## config.mk

```make
export PLATFORM = sky130hd
export DESIGN_NAME = spin_rpm_meter_with_launch_detect
export DESIGN_NICKNAME = d
export VERILOG_FILES = /design/src/design/srm_pkg.sv /design/src/design/spin_rpm_meter_with_launch_detect.sv /design/src/design/srm_dp.sv /design/src/design/srm_ctrl.sv
export SDC_FILE = /design/constraint.sdc
export NUM_CORES = 2
export LEC_CHECK = 0
export BUFFER_PORTS_ARGS = -buffer_cell sky130_fd_sc_hd__buf_2
export CAP_MARGIN = 25
export CELL_PAD_IN_SITES_DETAIL_PLACEMENT = 2
export CELL_PAD_IN_SITES_GLOBAL_PLACEMENT = 2
export CORE_ASPECT_RATIO = 0.75
export CORE_UTILIZATION = 40
export DETAILED_ROUTE_END_ITERATION = 10
export MAX_ROUTING_LAYER = met4
export PLACE_DENSITY_LB_ADDON = 0.25
export REMOVE_ABC_BUFFERS = 1
export SLEW_MARGIN = 0
export SYNTH_ARGS = -nofsm -noshare
export SYNTH_HDL_FRONTEND = slang
export SYNTH_HIERARCHICAL = 1
export SYNTH_SLANG_ARGS = --single-unit
```

## constraint.sdc

```tcl
create_clock -name clk -period 15.29 [get_ports clk]
set_input_delay 2.2935 -clock clk [delete_from_list [all_inputs] [get_ports clk]]
set_output_delay 2.2935 -clock clk [all_outputs]
set_load 0.01 [all_outputs]
```

## src/design/srm_pkg.sv

```systemverilog
package srm_pkg;

    // Defaults for the top-level parameters
    localparam int unsigned PULSES_PER_TURN_DEF = 1;
    localparam int unsigned LOAD_ACTIVE_DEF     = 0;
    localparam int unsigned TIMER_PASSES_DEF    = 4;

    // Microseconds per minute, the numerator of every speed conversion
    localparam logic [25:0] RPM_NUMERATOR = 26'd60000000;
    localparam int unsigned DIV_STEPS     = 26;

    // Event kinds on the input channel
    localparam logic [1:0] FN_EDGE = 2'd0;
    localparam logic [1:0] FN_LOAD = 2'd1;

    // Configuration register indexes
    localparam logic [2:0] CFG_MIN_PERIOD  = 3'd0;
    localparam logic [2:0] CFG_MAX_PERIOD  = 3'd1;
    localparam logic [2:0] CFG_RPM_LIMIT   = 3'd2;
    localparam logic [2:0] CFG_FINISH_PCT  = 3'd3;
    localparam logic [2:0] CFG_DEBOUNCE    = 3'd4;
    localparam logic [2:0] CFG_ZERO_TO     = 3'd5;
    localparam logic [2:0] CFG_IDLE_RESET  = 3'd6;
    localparam logic [2:0] CFG_NO_RPM_TO   = 3'd7;

    // Reference polarity not yet chosen
    localparam logic [1:0] REF_NONE = 2'd2;

    typedef enum logic [1:0] {
        PH_WAIT   = 2'd0,
        PH_READY  = 2'd1,
        PH_SPIN   = 2'd2,
        PH_LAUNCH = 2'd3
    } phase_t;

    // Timer kinds in tie-break order
    typedef enum logic [1:0] {
        TK_LOAD  = 2'd0,
        TK_ZERO  = 2'd1,
        TK_IDLE  = 2'd2,
        TK_NORPM = 2'd3
    } tkind_t;

    // Commands from the controller to the datapath
    typedef struct packed {
        logic   start;
        logic   scan;
        logic   scan_first;
        tkind_t kind;
        logic   apply;
        logic   check;
        logic   ev_edge;
        logic   ev_load;
        logic   div_init;
        logic   div_step;
        logic   rpm;
        logic   latch;
    } cmd_t;

    // Status from the datapath to the controller
    typedef struct packed {
        logic sel_valid;
        logic fin;
        logic need_div;
        logic is_edge;
        logic is_load;
    } sts_t;

endpackage

```

## src/design/spin_rpm_meter_with_launch_detect.sv

```systemverilog
// Period-based spin tachometer with launcher load sensing and launch detection.
// Each input transfer carries one time-stamped event (speed edge, load level
// change or time tick) and produces exactly one result transfer. Items are
// handled one at a time: each item runs up to TIMER_PASSES timer passes, then
// its event. Each timer pass scans the four deadlines one per cycle, then
// handles and checks the winner; a pass that finds nothing due ends the scan.
// A speed edge that yields a usable period then loads the restoring divider,
// runs its 26 divide steps, and takes and checks the speed. The result sits in
// an output register, so a new item is taken while the previous result still
// waits on out_stall. Configuration writes are always ready and must only be
// issued while idle.
module spin_rpm_meter_with_launch_detect #(
    parameter int unsigned PULSES_PER_TURN = srm_pkg::PULSES_PER_TURN_DEF,
    parameter int unsigned LOAD_ACTIVE     = srm_pkg::LOAD_ACTIVE_DEF,
    parameter int unsigned TIMER_PASSES    = srm_pkg::TIMER_PASSES_DEF
) (
    input  logic        clk,
    input  logic        rst_n,
    input  logic        cfg_valid,
    output logic        cfg_ready,
    input  logic [2:0]  cfg_index,
    input  logic [29:0] cfg_data,
    input  logic        in_valid,
    output logic        in_stall,
    input  logic [1:0]  func,
    input  logic [31:0] time_us,
    input  logic        level,
    output logic        out_valid,
    input  logic        out_stall,
    output logic [15:0] current_rpm,
    output logic [15:0] peak_rpm,
    output logic [1:0]  phase,
    output logic        loaded,
    output logic        finished,
    output logic        launched,
    output logic        period_valid,
    output logic [26:0] turn_period,
    output logic        is_reference_edge
);
    import srm_pkg::*;

    cmd_t cmd;
    sts_t sts;

    assign cfg_ready = 1'b1;

    srm_ctrl #(
        .TIMER_PASSES (TIMER_PASSES)
    ) u_ctrl (
        .clk       (clk),
        .rst_n     (rst_n),
        .in_valid  (in_valid),
        .in_stall  (in_stall),
        .out_valid (out_valid),
        .out_stall (out_stall),
        .sts       (sts),
        .cmd       (cmd)
    );

    srm_dp #(
        .PULSES_PER_TURN (PULSES_PER_TURN),
        .LOAD_ACTIVE     (LOAD_ACTIVE)
    ) u_dp (
        .clk               (clk),
        .rst_n             (rst_n),
        .cfg_valid         (cfg_valid),
        .cfg_index         (cfg_index),
        .cfg_data          (cfg_data),
        .cmd               (cmd),
        .sts               (sts),
        .func              (func),
        .time_us           (time_us),
        .level             (level),
        .current_rpm       (current_rpm),
        .peak_rpm          (peak_rpm),
        .phase             (phase),
        .loaded            (loaded),
        .finished          (finished),
        .launched          (launched),
        .period_valid      (period_valid),
        .turn_period       (turn_period),
        .is_reference_edge (is_reference_edge)
    );

endmodule

```

## src/design/srm_dp.sv

```systemverilog
module srm_dp #(
    parameter int unsigned PULSES_PER_TURN = srm_pkg::PULSES_PER_TURN_DEF,
    parameter int unsigned LOAD_ACTIVE     = srm_pkg::LOAD_ACTIVE_DEF
) (
    input  logic          clk,
    input  logic          rst_n,
    input  logic          cfg_valid,
    input  logic [2:0]    cfg_index,
    input  logic [29:0]   cfg_data,
    input  srm_pkg::cmd_t cmd,
    output srm_pkg::sts_t sts,
    input  logic [1:0]    func,
    input  logic [31:0]   time_us,
    input  logic          level,
    output logic [15:0]   current_rpm,
    output logic [15:0]   peak_rpm,
    output logic [1:0]    phase,
    output logic          loaded,
    output logic          finished,
    output logic          launched,
    output logic          period_valid,
    output logic [26:0]   turn_period,
    output logic          is_reference_edge
);
    import srm_pkg::*;

    localparam int unsigned PW = $clog2(PULSES_PER_TURN + 1);
    localparam int unsigned DW = 27 + PW;
    localparam logic [PW-1:0] PPT = PW'(PULSES_PER_TURN);
    localparam logic LOAD_LVL = 1'(LOAD_ACTIVE);

    typedef struct packed {
        phase_t      phase;
        logic [1:0]  based;
        logic [1:0]  ref_pol;
        logic        quiet;
        logic        have;
        logic [15:0] now;
        logic [15:0] peak;
        logic        fin;
        logic        lch;
        logic        pend;
        logic        pend_quiet;
    } run_t;

    function automatic logic before_f(logic [31:0] a, logic [31:0] b);
        logic [31:0] d;
        d = a - b;
        return d[31];
    endfunction

    function automatic run_t restart_f(run_t s, logic ld);
        run_t r;
        r = s;
        r.based   = 2'b00;
        r.ref_pol = REF_NONE;
        r.quiet   = 1'b1;
        r.have    = 1'b0;
        r.now     = 16'd0;
        r.peak    = 16'd0;
        r.phase   = ld ? PH_READY : PH_WAIT;
        return r;
    endfunction

    function automatic run_t end_run_f(run_t s);
        run_t r;
        r = s;
        if (s.phase == PH_LAUNCH)
        begin
            if (!s.have)
            begin
                r = restart_f(s, 1'b0);
            end
            else
            begin
                r.fin   = 1'b1;
                r.phase = PH_WAIT;
                r.now   = 16'd0;
                r.based = 2'b00;
                r.quiet = 1'b1;
            end
        end
        return r;
    endfunction

    // now <= ceil(peak * pct / 100)  <=>  peak * pct + 99 >= now * 100
    function automatic logic thr_hit(run_t s, logic [6:0] pct);
        logic [23:0] lhs;
        logic [23:0] rhs;
        lhs = 24'(s.peak) * 24'(pct) + 24'd99;
        rhs = 24'(s.now) * 24'd100;
        return (s.phase == PH_LAUNCH) && s.have && (s.now != 16'd0)
            && (s.peak != 16'd0) && (lhs >= rhs);
    endfunction

    // Configuration
    logic [19:0] min_period_reg;
    logic [26:0] max_period_reg;
    logic [15:0] rpm_limit_reg;
    logic [6:0]  finish_pct_reg;
    logic [26:0] debounce_reg;
    logic [29:0] zero_to_reg;
    logic [29:0] idle_reg;
    logic [29:0] no_rpm_reg;

    // Current item
    logic [1:0]  func_reg;
    logic [31:0] t_reg;
    logic        lvl_reg;

    // Block state
    logic        raw_reg, raw_next;
    logic        stable_reg, stable_next;
    logic [31:0] cand_time_reg, cand_time_next;
    logic        cand_spin_reg, cand_spin_next;
    logic [31:0] last_edge_reg [2];
    logic [31:0] last_edge_next [2];
    logic [31:0] last_act_reg, last_act_next;
    logic [31:0] launch_time_reg, launch_time_next;
    run_t        run_reg, run_next;
    logic        pval_reg, pval_next;
    logic        pref_reg, pref_next;
    logic [26:0] period_reg, period_next;

    // Timer selection
    logic        sel_valid_reg, sel_valid_next;
    tkind_t      sel_kind_reg, sel_kind_next;
    logic [31:0] sel_dl_reg, sel_dl_next;

    // Divider
    logic [DW-1:0] dvs_reg;
    logic [DW-1:0] rem_reg;
    logic [25:0]   quo_reg;
    logic [DW:0]   trial;
    logic          trial_ge;

    // Output holding
    logic [15:0] o_now_reg, o_peak_reg;
    logic [1:0]  o_phase_reg;
    logic        o_loaded_reg, o_fin_reg, o_lch_reg, o_pval_reg, o_ref_reg;
    logic [26:0] o_period_reg;

    logic        tick;
    logic        en;
    logic [31:0] dl;
    logic        eq;
    logic        due;
    logic [31:0] period32;
    run_t        r;

    assign tick     = (func_reg != FN_EDGE) && (func_reg != FN_LOAD);
    assign period32 = t_reg - last_edge_reg[lvl_reg];
    assign trial    = {rem_reg, quo_reg[25]};
    assign trial_ge = trial >= {1'b0, dvs_reg};

    // Pick the deadline under test
    always_comb
    begin
        en = 1'b0;
        dl = 32'd0;
        eq = tick;
        case (cmd.kind)
            TK_LOAD:
            begin
                en = raw_reg != stable_reg;
                dl = cand_time_reg + 32'(debounce_reg);
                eq = 1'b1;
            end
            TK_ZERO:
            begin
                en = ((run_reg.phase == PH_SPIN) || (run_reg.phase == PH_LAUNCH))
                    && !run_reg.quiet;
                dl = last_act_reg + 32'(zero_to_reg);
            end
            TK_IDLE:
            begin
                en = run_reg.phase == PH_SPIN;
                dl = last_act_reg + 32'(idle_reg);
            end
            TK_NORPM:
            begin
                en = (run_reg.phase == PH_LAUNCH) && !run_reg.have;
                dl = launch_time_reg + 32'(no_rpm_reg);
            end
            default:
            begin
                en = 1'b0;
            end
        endcase
        due = en && (before_f(dl, t_reg) || (eq && (dl == t_reg)));
    end

    // Next state of the block
    always_comb
    begin
        r                 = run_reg;
        raw_next          = raw_reg;
        stable_next       = stable_reg;
        cand_time_next    = cand_time_reg;
        cand_spin_next    = cand_spin_reg;
        last_edge_next[0] = last_edge_reg[0];
        last_edge_next[1] = last_edge_reg[1];
        last_act_next     = last_act_reg;
        launch_time_next  = launch_time_reg;
        pval_next         = pval_reg;
        pref_next         = pref_reg;
        period_next       = period_reg;
        sel_valid_next    = sel_valid_reg;
        sel_kind_next     = sel_kind_reg;
        sel_dl_next       = sel_dl_reg;

        if (cmd.start)
        begin
            r.fin        = 1'b0;
            r.lch        = 1'b0;
            r.pend       = 1'b0;
            r.pend_quiet = 1'b0;
            pval_next    = 1'b0;
            pref_next    = 1'b0;
            period_next  = 27'd0;
        end

        // Keep the earliest due deadline
        if (cmd.scan)
        begin
            if (cmd.scan_first)
            begin
                sel_valid_next = 1'b0;
            end
            if (due && (cmd.scan_first || !sel_valid_reg || before_f(dl, sel_dl_reg)))
            begin
                sel_valid_next = 1'b1;
                sel_kind_next  = cmd.kind;
                sel_dl_next    = dl;
            end
        end

        // Handle the selected timer
        if (cmd.apply && sel_valid_reg)
        begin
            case (sel_kind_reg)
                TK_LOAD:
                begin
                    stable_next = raw_reg;
                    if (raw_reg == LOAD_LVL)
                    begin
                        r = restart_f(r, 1'b1);
                    end
                    else if (r.phase == PH_SPIN)
                    begin
                        if (!cand_spin_reg)
                        begin
                            r = restart_f(r, 1'b0);
                        end
                        else
                        begin
                            launch_time_next = cand_time_reg;
                            r.phase      = PH_LAUNCH;
                            r.lch        = 1'b1;
                            r.pend       = 1'b1;
                            r.pend_quiet = 1'b1;
                        end
                    end
                    else if (r.phase == PH_READY)
                    begin
                        r = restart_f(r, 1'b0);
                    end
                end
                TK_ZERO:
                begin
                    r.now   = 16'd0;
                    r.based = 2'b00;
                    r.quiet = 1'b1;
                    if ((r.phase == PH_LAUNCH) && r.have)
                    begin
                        r = end_run_f(r);
                    end
                end
                TK_IDLE:
                begin
                    r = restart_f(r, 1'b1);
                end
                TK_NORPM:
                begin
                    r = end_run_f(r);
                end
                default:
                begin
                    r = run_reg;
                end
            endcase
        end

        // Finish test after a launch or a new speed
        if (cmd.check && r.pend)
        begin
            if (thr_hit(r, finish_pct_reg))
            begin
                r = end_run_f(r);
            end
            if (r.pend_quiet && r.quiet && r.have)
            begin
                r = end_run_f(r);
            end
            r.pend       = 1'b0;
            r.pend_quiet = 1'b0;
        end

        // Speed edge up to the point where a division is needed
        if (cmd.ev_edge && (r.phase != PH_WAIT))
        begin
            if (r.phase == PH_READY)
            begin
                r.phase = PH_SPIN;
            end
            if (r.ref_pol == REF_NONE)
            begin
                r.ref_pol = {1'b0, lvl_reg};
            end
            period_next = period32[26:0];
            if (!r.based[lvl_reg])
            begin
                last_edge_next[lvl_reg] = t_reg;
                last_act_next           = t_reg;
                r.based[lvl_reg]        = 1'b1;
                r.quiet                 = 1'b0;
            end
            else if ((period32 == 32'd0) || (period32 < {12'd0, min_period_reg}))
            begin
                period_next = period_reg;
            end
            else if (period32 > {5'd0, max_period_reg})
            begin
                last_edge_next[lvl_reg] = t_reg;
                last_act_next           = t_reg;
                r.now                   = 16'd0;
                r.quiet                 = 1'b0;
            end
        end

        // Take the converted speed if it is plausible
        if (cmd.rpm && (quo_reg <= {10'd0, rpm_limit_reg}))
        begin
            last_edge_next[lvl_reg] = t_reg;
            last_act_next           = t_reg;
            r.quiet      = 1'b0;
            r.now        = quo_reg[15:0];
            r.have       = 1'b1;
            pval_next    = 1'b1;
            pref_next    = {1'b0, lvl_reg} == r.ref_pol;
            if (r.now > r.peak)
            begin
                r.peak = r.now;
            end
            r.pend       = 1'b1;
            r.pend_quiet = 1'b0;
        end

        // Load sensor change restarts the debounce candidate
        if (cmd.ev_load)
        begin
            raw_next       = lvl_reg;
            cand_time_next = t_reg;
            cand_spin_next = r.phase == PH_SPIN;
        end

        run_next = r;
    end

    // Control and run state
    always_ff @(posedge clk or negedge rst_n)
    begin
        if (!rst_n)
        begin
            min_period_reg   <= 20'd100;
            max_period_reg   <= 27'd1000000;
            rpm_limit_reg    <= 16'd65535;
            finish_pct_reg   <= 7'd20;
            debounce_reg     <= 27'd20000;
            zero_to_reg      <= 30'd300000;
            idle_reg         <= 30'd5000000;
            no_rpm_reg       <= 30'd2000000;
            raw_reg          <= 1'b0;
            stable_reg       <= 1'b0;
            cand_time_reg    <= 32'd0;
            cand_spin_reg    <= 1'b0;
            last_edge_reg[0] <= 32'd0;
            last_edge_reg[1] <= 32'd0;
            last_act_reg     <= 32'd0;
            launch_time_reg  <= 32'd0;
            run_reg          <= '{phase: PH_WAIT, based: 2'b00, ref_pol: REF_NONE,
                                  quiet: 1'b1, have: 1'b0, now: 16'd0, peak: 16'd0,
                                  fin: 1'b0, lch: 1'b0, pend: 1'b0, pend_quiet: 1'b0};
            pval_reg         <= 1'b0;
            pref_reg         <= 1'b0;
            sel_valid_reg    <= 1'b0;
            sel_kind_reg     <= TK_LOAD;
        end
        else
        begin
            if (cfg_valid)
            begin
                case (cfg_index)
                    CFG_MIN_PERIOD: min_period_reg <= cfg_data[19:0];
                    CFG_MAX_PERIOD: max_period_reg <= cfg_data[26:0];
                    CFG_RPM_LIMIT:  rpm_limit_reg  <= cfg_data[15:0];
                    CFG_FINISH_PCT: finish_pct_reg <= cfg_data[6:0];
                    CFG_DEBOUNCE:   debounce_reg   <= cfg_data[26:0];
                    CFG_ZERO_TO:    zero_to_reg    <= cfg_data;
                    CFG_IDLE_RESET: idle_reg       <= cfg_data;
                    CFG_NO_RPM_TO:  no_rpm_reg     <= cfg_data;
                    default:        no_rpm_reg     <= no_rpm_reg;
                endcase
            end
            raw_reg          <= raw_next;
            stable_reg       <= stable_next;
            cand_time_reg    <= cand_time_next;
            cand_spin_reg    <= cand_spin_next;
            last_edge_reg[0] <= last_edge_next[0];
            last_edge_reg[1] <= last_edge_next[1];
            last_act_reg     <= last_act_next;
            launch_time_reg  <= launch_time_next;
            run_reg          <= run_next;
            pval_reg         <= pval_next;
            pref_reg         <= pref_next;
            sel_valid_reg    <= sel_valid_next;
            sel_kind_reg     <= sel_kind_next;
        end
    end

    // Item, divider and output payload
    always_ff @(posedge clk)
    begin
        if (cmd.start)
        begin
            func_reg <= func;
            t_reg    <= time_us;
            lvl_reg  <= level;
        end
        period_reg <= period_next;
        sel_dl_reg <= sel_dl_next;
        if (cmd.div_init)
        begin
            dvs_reg <= DW'(period_reg) * DW'(PPT);
            rem_reg <= '0;
            quo_reg <= RPM_NUMERATOR;
        end
        else if (cmd.div_step)
        begin
            rem_reg <= trial_ge ? DW'(trial - {1'b0, dvs_reg}) : trial[DW-1:0];
            quo_reg <= {quo_reg[24:0], trial_ge};
        end
        if (cmd.latch)
        begin
            o_now_reg    <= run_reg.now;
            o_peak_reg   <= run_reg.peak;
            o_phase_reg  <= run_reg.phase;
            o_loaded_reg <= stable_reg == LOAD_LVL;
            o_fin_reg    <= run_reg.fin;
            o_lch_reg    <= run_reg.lch;
            o_pval_reg   <= pval_reg;
            o_period_reg <= pval_reg ? period_reg : 27'd0;
            o_ref_reg    <= pval_reg && pref_reg;
        end
    end

    assign sts.sel_valid = sel_valid_reg;
    assign sts.fin       = run_reg.fin;
    assign sts.need_div  = (run_reg.phase != PH_WAIT) && run_reg.based[lvl_reg]
                           && (period32 != 32'd0)
                           && (period32 >= {12'd0, min_period_reg})
                           && (period32 <= {5'd0, max_period_reg});
    assign sts.is_edge   = func_reg == FN_EDGE;
    assign sts.is_load   = func_reg == FN_LOAD;

    assign current_rpm       = o_now_reg;
    assign peak_rpm          = o_peak_reg;
    assign phase             = o_phase_reg;
    assign loaded            = o_loaded_reg;
    assign finished          = o_fin_reg;
    assign launched          = o_lch_reg;
    assign period_valid      = o_pval_reg;
    assign turn_period       = o_period_reg;
    assign is_reference_edge = o_ref_reg;

endmodule

```

## src/design/srm_ctrl.sv

```systemverilog
module srm_ctrl #(
    parameter int unsigned TIMER_PASSES = srm_pkg::TIMER_PASSES_DEF
) (
    input  logic          clk,
    input  logic          rst_n,
    input  logic          in_valid,
    output logic          in_stall,
    output logic          out_valid,
    input  logic          out_stall,
    input  srm_pkg::sts_t sts,
    output srm_pkg::cmd_t cmd
);
    import srm_pkg::*;

    localparam int unsigned PCW = $clog2(TIMER_PASSES + 1);
    localparam int unsigned DCW = $clog2(DIV_STEPS);

    typedef enum logic [9:0] {
        S_IDLE  = 10'b0000000001,
        S_SCAN  = 10'b0000000010,
        S_APPLY = 10'b0000000100,
        S_CHECK = 10'b0000001000,
        S_EVENT = 10'b0000010000,
        S_DIVI  = 10'b0000100000,
        S_DIV   = 10'b0001000000,
        S_RPM   = 10'b0010000000,
        S_RCHK  = 10'b0100000000,
        S_DONE  = 10'b1000000000
    } state_t;

    state_t         state_reg, state_next;
    tkind_t         kind_reg, kind_next;
    logic [PCW-1:0] pass_reg, pass_next;
    logic [DCW-1:0] div_cnt_reg, div_cnt_next;
    logic           out_valid_reg, out_valid_next;

    // Sequence one item through timer passes, event and divider
    always_comb
    begin
        cmd            = '0;
        state_next     = state_reg;
        kind_next      = kind_reg;
        pass_next      = pass_reg;
        div_cnt_next   = div_cnt_reg;
        case (state_reg)
            S_IDLE:
            begin
                if (in_valid)
                begin
                    cmd.start  = 1'b1;
                    kind_next  = TK_LOAD;
                    pass_next  = '0;
                    state_next = S_SCAN;
                end
            end
            S_SCAN:
            begin
                if ((kind_reg == TK_LOAD) && sts.fin)
                begin
                    state_next = S_EVENT;
                end
                else
                begin
                    cmd.scan       = 1'b1;
                    cmd.kind       = kind_reg;
                    cmd.scan_first = kind_reg == TK_LOAD;
                    if (kind_reg == TK_NORPM)
                    begin
                        state_next = S_APPLY;
                    end
                    else
                    begin
                        kind_next = tkind_t'(kind_reg + 2'd1);
                    end
                end
            end
            S_APPLY:
            begin
                if (sts.sel_valid)
                begin
                    cmd.apply  = 1'b1;
                    pass_next  = pass_reg + PCW'(1);
                    state_next = S_CHECK;
                end
                else
                begin
                    state_next = S_EVENT;
                end
            end
            S_CHECK:
            begin
                cmd.check = 1'b1;
                kind_next = TK_LOAD;
                if (pass_reg == PCW'(TIMER_PASSES))
                begin
                    state_next = S_EVENT;
                end
                else
                begin
                    state_next = S_SCAN;
                end
            end
            S_EVENT:
            begin
                state_next = S_DONE;
                if (!sts.fin)
                begin
                    if (sts.is_edge)
                    begin
                        cmd.ev_edge = 1'b1;
                        if (sts.need_div)
                        begin
                            state_next = S_DIVI;
                        end
                    end
                    else if (sts.is_load)
                    begin
                        cmd.ev_load = 1'b1;
                    end
                end
            end
            S_DIVI:
            begin
                cmd.div_init = 1'b1;
                div_cnt_next = '0;
                state_next   = S_DIV;
            end
            S_DIV:
            begin
                cmd.div_step = 1'b1;
                div_cnt_next = div_cnt_reg + DCW'(1);
                if (div_cnt_reg == DCW'(DIV_STEPS - 1))
                begin
                    state_next = S_RPM;
                end
            end
            S_RPM:
            begin
                cmd.rpm    = 1'b1;
                state_next = S_RCHK;
            end
            S_RCHK:
            begin
                cmd.check  = 1'b1;
                state_next = S_DONE;
            end
            S_DONE:
            begin
                if (!out_valid_reg || !out_stall)
                begin
                    cmd.latch  = 1'b1;
                    state_next = S_IDLE;
                end
            end
            default:
            begin
                state_next = S_IDLE;
            end
        endcase
    end

    // Hold the result until it is transferred
    always_comb
    begin
        if (cmd.latch)
        begin
            out_valid_next = 1'b1;
        end
        else if (!out_stall)
        begin
            out_valid_next = 1'b0;
        end
        else
        begin
            out_valid_next = out_valid_reg;
        end
    end

    always_ff @(posedge clk or negedge rst_n)
    begin
        if (!rst_n)
        begin
            state_reg     <= S_IDLE;
            kind_reg      <= TK_LOAD;
            pass_reg      <= '0;
            div_cnt_reg   <= '0;
            out_valid_reg <= 1'b0;
        end
        else
        begin
            state_reg     <= state_next;
            kind_reg      <= kind_next;
            pass_reg      <= pass_next;
            div_cnt_reg   <= div_cnt_next;
            out_valid_reg <= out_valid_next;
        end
    end

    assign in_stall  = state_reg != S_IDLE;
    assign out_valid = out_valid_reg;

    a_accept_starts_scan: assert property (@(posedge clk) disable iff (!rst_n)
        in_valid && !in_stall |=> state_reg == S_SCAN)
        else $error("accepted item did not start a timer scan");

    a_pass_bound: assert property (@(posedge clk) disable iff (!rst_n)
        pass_reg <= PCW'(TIMER_PASSES))
        else $error("timer pass count beyond limit");

    a_div_length: assert property (@(posedge clk) disable iff (!rst_n)
        state_reg == S_DIV && div_cnt_reg == DCW'(DIV_STEPS - 1) |=> state_reg == S_RPM)
        else $error("divider did not finish after its last step");

    a_done_release: assert property (@(posedge clk) disable iff (!rst_n)
        state_reg == S_DONE && !out_stall |=> state_reg == S_IDLE && out_valid)
        else $error("finished item not handed to the output register");

endmodule
```

[Word level (Yosys, flattened, before mapping)]
Cells that the tools add are included.
Word-level totals
  bits of input ports: 73
  logic and storage cells: 324
  register bits: 661
  output and inout bits: 69
Cells by class
  equality and inequality tests: 51
  multiply operators: 2
  bitwise gates (word level): 3
  reductions and logical operators: 73
  order comparisons: 12
  $add $sub $neg: 12
  multiplexer cells: 118
Operator list (count)
  $mux 44: 13
  $mux 64: 5
  $mux 32: 9
  $pmux 44 s4: 1
  $bwmux 64: 2
  $mux 16: 8
  $pmux 32 s4: 1
  $mux 27: 4
  $pmux 10 s10: 1
  $add 32x30->32: 3
  $sub 32x32->32: 3
  $mux 10: 8
  $mux 39: 1
  $mux 1: 35
  $mux 34: 1
  $add 32x27->32: 1
  $demux 32 s1: 1
  $eq 32x32->1: 1
  $ge 32x20->1: 1
  $gt 32x27->1: 1
  $le 32x27->1: 1
  $logic_not 32->1: 1
  $lt 32x20->1: 1
  $reduce_bool 16->1: 2
  other kinds (65): 166

[Longest topological paths before layout]
  depth after elaboration: 25
  depth in mapped cells: 44

[Modules after synthesis]
The synthesis kept the hierarchy.
By module, submodules not included
  srm_dp: cells an instance 3925, area an instance 41471.0 µm², times used 1
  srm_ctrl: cells an instance 180, area an instance 1564.0 µm², times used 1
  spin_rpm_meter_with_launch_detect: cells an instance 2, area an instance 11.3 µm², times used 1

[Least setup slack after synthesis]
Ideal clock, no wire load.
  path kind: flip-flop to flip-flop
  from: register u_ctrl.state_reg[0]
  to: register u_dp.period_reg[0] (enable)
  path slack: 4.692 ns
  setup time: 0.420 ns
  period minus slack after synthesis: 10.598 ns
  data arrival time: 10.178 ns
  buffers on the path: 4
  data required time: 14.870 ns
  cell stages (with the launch flop): 42
  cells stage by stage: dfstp_2 buf_6 or3_1 nor4_2 and2_1 buf_2 nand2_1 a31oi_4 nand2_1 clkbuf_1 and3_1 fa_1 inv_1 fa_1 inv_1 fa_1 inv_1 fa_1 [... 6 more ...] a21oi_1 o21ai_0 a21oi_1 o21ai_0 a2111oi_0 nor3_1 xor2_1 ha_1 nor2b_1 a2111oi_0 nand2_1 o21ai_0 a21oi_1 o21a_1 nor2_1 clkbuf_1 nor2_1 a21oi_1
RTL lines
  start: declaration: RTL line srm_ctrl.sv:31  | state_t state_reg, state_next;
  start signal: assignment: RTL line srm_ctrl.sv:191  | state_reg <= state_next;
  end signal: assignment: RTL line srm_dp.sv:440  | period_reg <= period_next;
  end: declaration: RTL line srm_dp.sv:123  | logic [26:0] period_reg, period_next;

==> flow_metrics.py <==
metrics = {
    "placed_design": {
        "dp_cells": 5566,
        "dp_hpwl_mm": 110,
        "io_buffer_count": 140,
        "dpl_cell_area_mm2": 0.0453,
        "gp_routability_congestion": 0.887,
    },
    "finish": {
        "stdcell_area_mm2": 0.0478,
        "area_growth_pct": 11.2,
        "multi_input_area_mm2": 0.0239,
        "post_route_cells_drive_above_1_share_pct": 17.2,
        "largest_reg_flops": 64,
        "final_net_count": 4821,
        "seqCellArea_mm2": 0.0173,
        "final_cells": 5717,
        "fillCellCount": 11072,
        "final_util_pct": 45.2,
    },
    "synth": {
        "synth_area_mm2": 0.0430,
        "avgSynthCellArea_um2": 10.5,
        "synth-seq-cells": 661,
        "yosys_most_used_dff": "dfrtp_1",
        "synth-edff-count": 187,
        "postSynthCellCount": 4107,
        "synthDistinctLibCells": 96,
        "seq_area_frac_synth_pct": 40.1,
        "ys_warn_count": 6,
        "ys_async_sr_fraction_pct": 63.5,
    },
    "sta": {
        "report.final.hold_viol_count": 0,
        "worst_slew_pin_slew_ns": 1.08,
        "post-route-period-util_pct": 79.4,
        "setup_viol": 0,
        "fmax_ghz": 0.0824,
        "skew_ns": 0.0264,
        "period_minus_slack_ns": 12.13,
        "finalMaxSlewViolations": 0,
        "slew_headroom_pct": 26.3,
        "tns_ns": 0,
        "rsz0062_at_grt": "no",
    },
    "clock_tree": {
        "clk_pin_slew_ns": 0.06,
        "ctsResizeCount": 0,
        "cts_tree": "done",
        "cts-root-buf": "clkbuf_16",
        "cts_inserted_buffers": 76,
        "post_cts_buffers": 0,
        "insertion_delay_ns": 0.68,
        "ctsHoldBuffers": 0,
        "clock-sinks": 661,
        "cts_buffer_depth": 3,
        "cts_max_level": 3,
    },
    "route": {
        "drt-vias-per-instance": 5.77,
        "drt-initial-drc-count": 1875,
        "wl_mm": 148,
        "first_pass_iters": 5,
        "drc": 0,
        "post_drt_wl_per_cell_um": 25.8,
        "routed.top_layer": "met4",
        "vias": 32971,
        "drtAntennaViolNets": 0,
        "dr_wl_met3_mm": 8.51,
        "wl_met1_mm": 71.1,
        "route.met2.wl_mm": 63.9,
    },
    "setup_path": {
        "cpMaxStageDelayCell": "dfrtp_1",
        "slowest_delay_ns": 0.62,
        "path_common_cell": "inv_1",
        "cp_max_fo": 99,
        "required_ns": 15.85,
        "worstPathArrival_ns": 12.69,
        "path_class": "flop to flop",
        "worst_setup_path_end_kind": "flop",
        "start_kind": "flop",
    },
    "floorplanning": {
        "die_width_um": 381,
        "fp-row-count": 103,
        "fp.coreArea_mm2": 0.106,
        "start_util_pct": 40.6,
        "fp.dieH_um": 286,
        "ios": 142,
        "dieArea_mm2": 0.109,
    },
    "global_routing": {
        "antenna_found_initial": 16,
        "grt.overflow.total": 0,
        "grt_pass1_wl_mm": 225,
        "grt_pass1_vias": 35937,
        "grt_max_degree": 160,
        "grt_usage_pct": 27.9,
    },
    "run_status": {
        "outcome": "completed",
    },
    "job": {
        "maxCapViolCount": 0,
    },
    "power": {
        "powerDensity_mw_per_mm2": 145,
        "p_leak_nw": 22.3,
        "ir_drop_mv": 0.0915,
    },
    "hold_path": {
        "hold_class": "flop to flop",
    },
}
[synthesized netlist by cell type (12+ instances only)]
cell type,n,area (um2)
a211oi_1,32,240
a21o_1,93,698
a21oi_1,227,1140
a221oi_1,26,228
a22o_1,19,166
a311oi_1,22,193
a31oi_1,16,100
and2_1,66,413
and3_1,104,651
buf_1,23,86.3
buf_6,12,135
clkbuf_1,93,349
dfrtp_1,361,9030
dfstp_2,59,1550
dfxtp_1,54,1080
edfxtp_1,187,5620
fa_1,88,1760
ha_1,432,5410
inv_1,337,1260
mux2_2,290,3270
mux2_4,30,450
mux2i_1,59,591
nand2_1,294,1100
nand2b_1,48,300
nand3_1,63,315
nand4_1,50,313
nor2_1,175,657
nor2b_1,47,294
nor3_1,53,265
nor4_1,20,125
o211ai_1,22,165
o21a_1,46,345
o21ai_0,229,1150
o21bai_1,28,210
o31ai_1,15,113
or3_1,20,125
xnor2_1,101,885
xor2_1,66,578
[cell families (layout without fill, tap and decap cells)]
logic type | Yosys count | count (layout) | share of synthesized area, %
and+or+nand+nor | 1012 | 1012 | 12.1
AOI/OAI and AO/OA | 875 | 875 | 13.0
DFF | 661 | 661 | 40.1
adders and majority gates | 520 | 520 | 16.6
buffers and inverters | 486 | 671 | 4.56
muxes | 385 | 385 | 10.2
xor gates and xnor gates | 167 | 167 | 3.40
other | 1 | 9 | 0.00871
[routing by layer]
| metal | vias up | track usage [%] |
|---|---|---|
| li1 | 14976 | - |
| met1 | 17069 | 38.4 |
| met2 | 688 | 41.0 |
| met3 | 238 | 5.98 |
| met4 | 0 | 8.21 |
| met5 | - | - |
[worst max-delay path, delay by kind of cell (launching register included)]
family / cells / cell delay [ns]
compound gates: 13 / 3.34
xor+xnor: 1 / 0.17
fa+ha+maj: 6 / 2.73
buf+inv: 9 / 1.71
flops: 1 / 0.62
mux: 1 / 0.41
simple gates: 12 / 2.97
[power by group]
part           switching (W)  total, W  internal [W]
logic                0.00167   0.00269       0.00102
registers           0.000251   0.00240       0.00215
clock network       0.000812   0.00187       0.00106
[layout by cell type, fill, tap and decap left out, drive strengths merged, types with 88 or more instances in the layout]
cell type / Yosys / routed
a21o: 93 / 93
a21oi: 229 / 229
and3: 104 / 104
buf: 52 / 191
clkbuf: 96 / 106
dfrtp: 361 / 361
edfxtp: 187 / 187
fa: 88 / 88
ha: 432 / 432
inv: 337 / 341
mux2: 326 / 326
nand2: 294 / 294
nor2: 175 / 175
o21ai: 242 / 242
xnor2: 101 / 101
[path summary, 6_finish.rpt]
| check | startpoint | slack, ns | cells after the start | to |
|---|---|---|---|---|
| max | u_ctrl/state_reg[5]$_DFFE_PN0P_ | 3.16 | 42 | u_dp/last_edge_reg[1]$_DFF_PN0_ |
| min | u_dp/run_reg[34]$_DFF_PN0_ | 0.44 | 0 | u_dp/current_rpm[14]$_DFFE_PP_ |
| max reg2reg | u_ctrl/state_reg[5]$_DFFE_PN0P_ | 3.16 | 42 | u_dp/last_edge_reg[1]$_DFF_PN0_ |
| min reg2reg | u_dp/run_reg[34]$_DFF_PN0_ | 0.44 | 0 | u_dp/current_rpm[14]$_DFFE_PP_ |
| max in group asynchronous | rst_n | 11.27 | 3 | u_dp/cand_time_reg[23]$_DFFE_PN0P_ |
| min in group asynchronous | rst_n | 1.65 | 1 | u_ctrl/state_reg[2]$_DFFE_PN0P_ |
[stage by stage]
step | total power [W] | hold slack, ns | setup WS (ns)
after global routing | 0.00733 | 0.452 | 2.32
after global placement | 0.00491 | 0.436 | 2.70
after detailed placement | 0.00504 | 0.440 | 3.23
after floorplan | 0.00405 | 0.418 | 3.36
after CTS | 0.00698 | 0.432 | 3.20
final | 0.00696 | 0.442 | 3.16
[cell type report]
type                    count  area share, %
multi-input cells        2960           49.9
flip-flops and latches    661           36.1
clock buffers             106           4.40
well taps                1417           3.71
inverters                 338           2.65
repair buffers            191           2.35
clock inverters            36          0.805
diodes                      8         0.0418
Note: power is estimated with default switching activity, not from simulation.
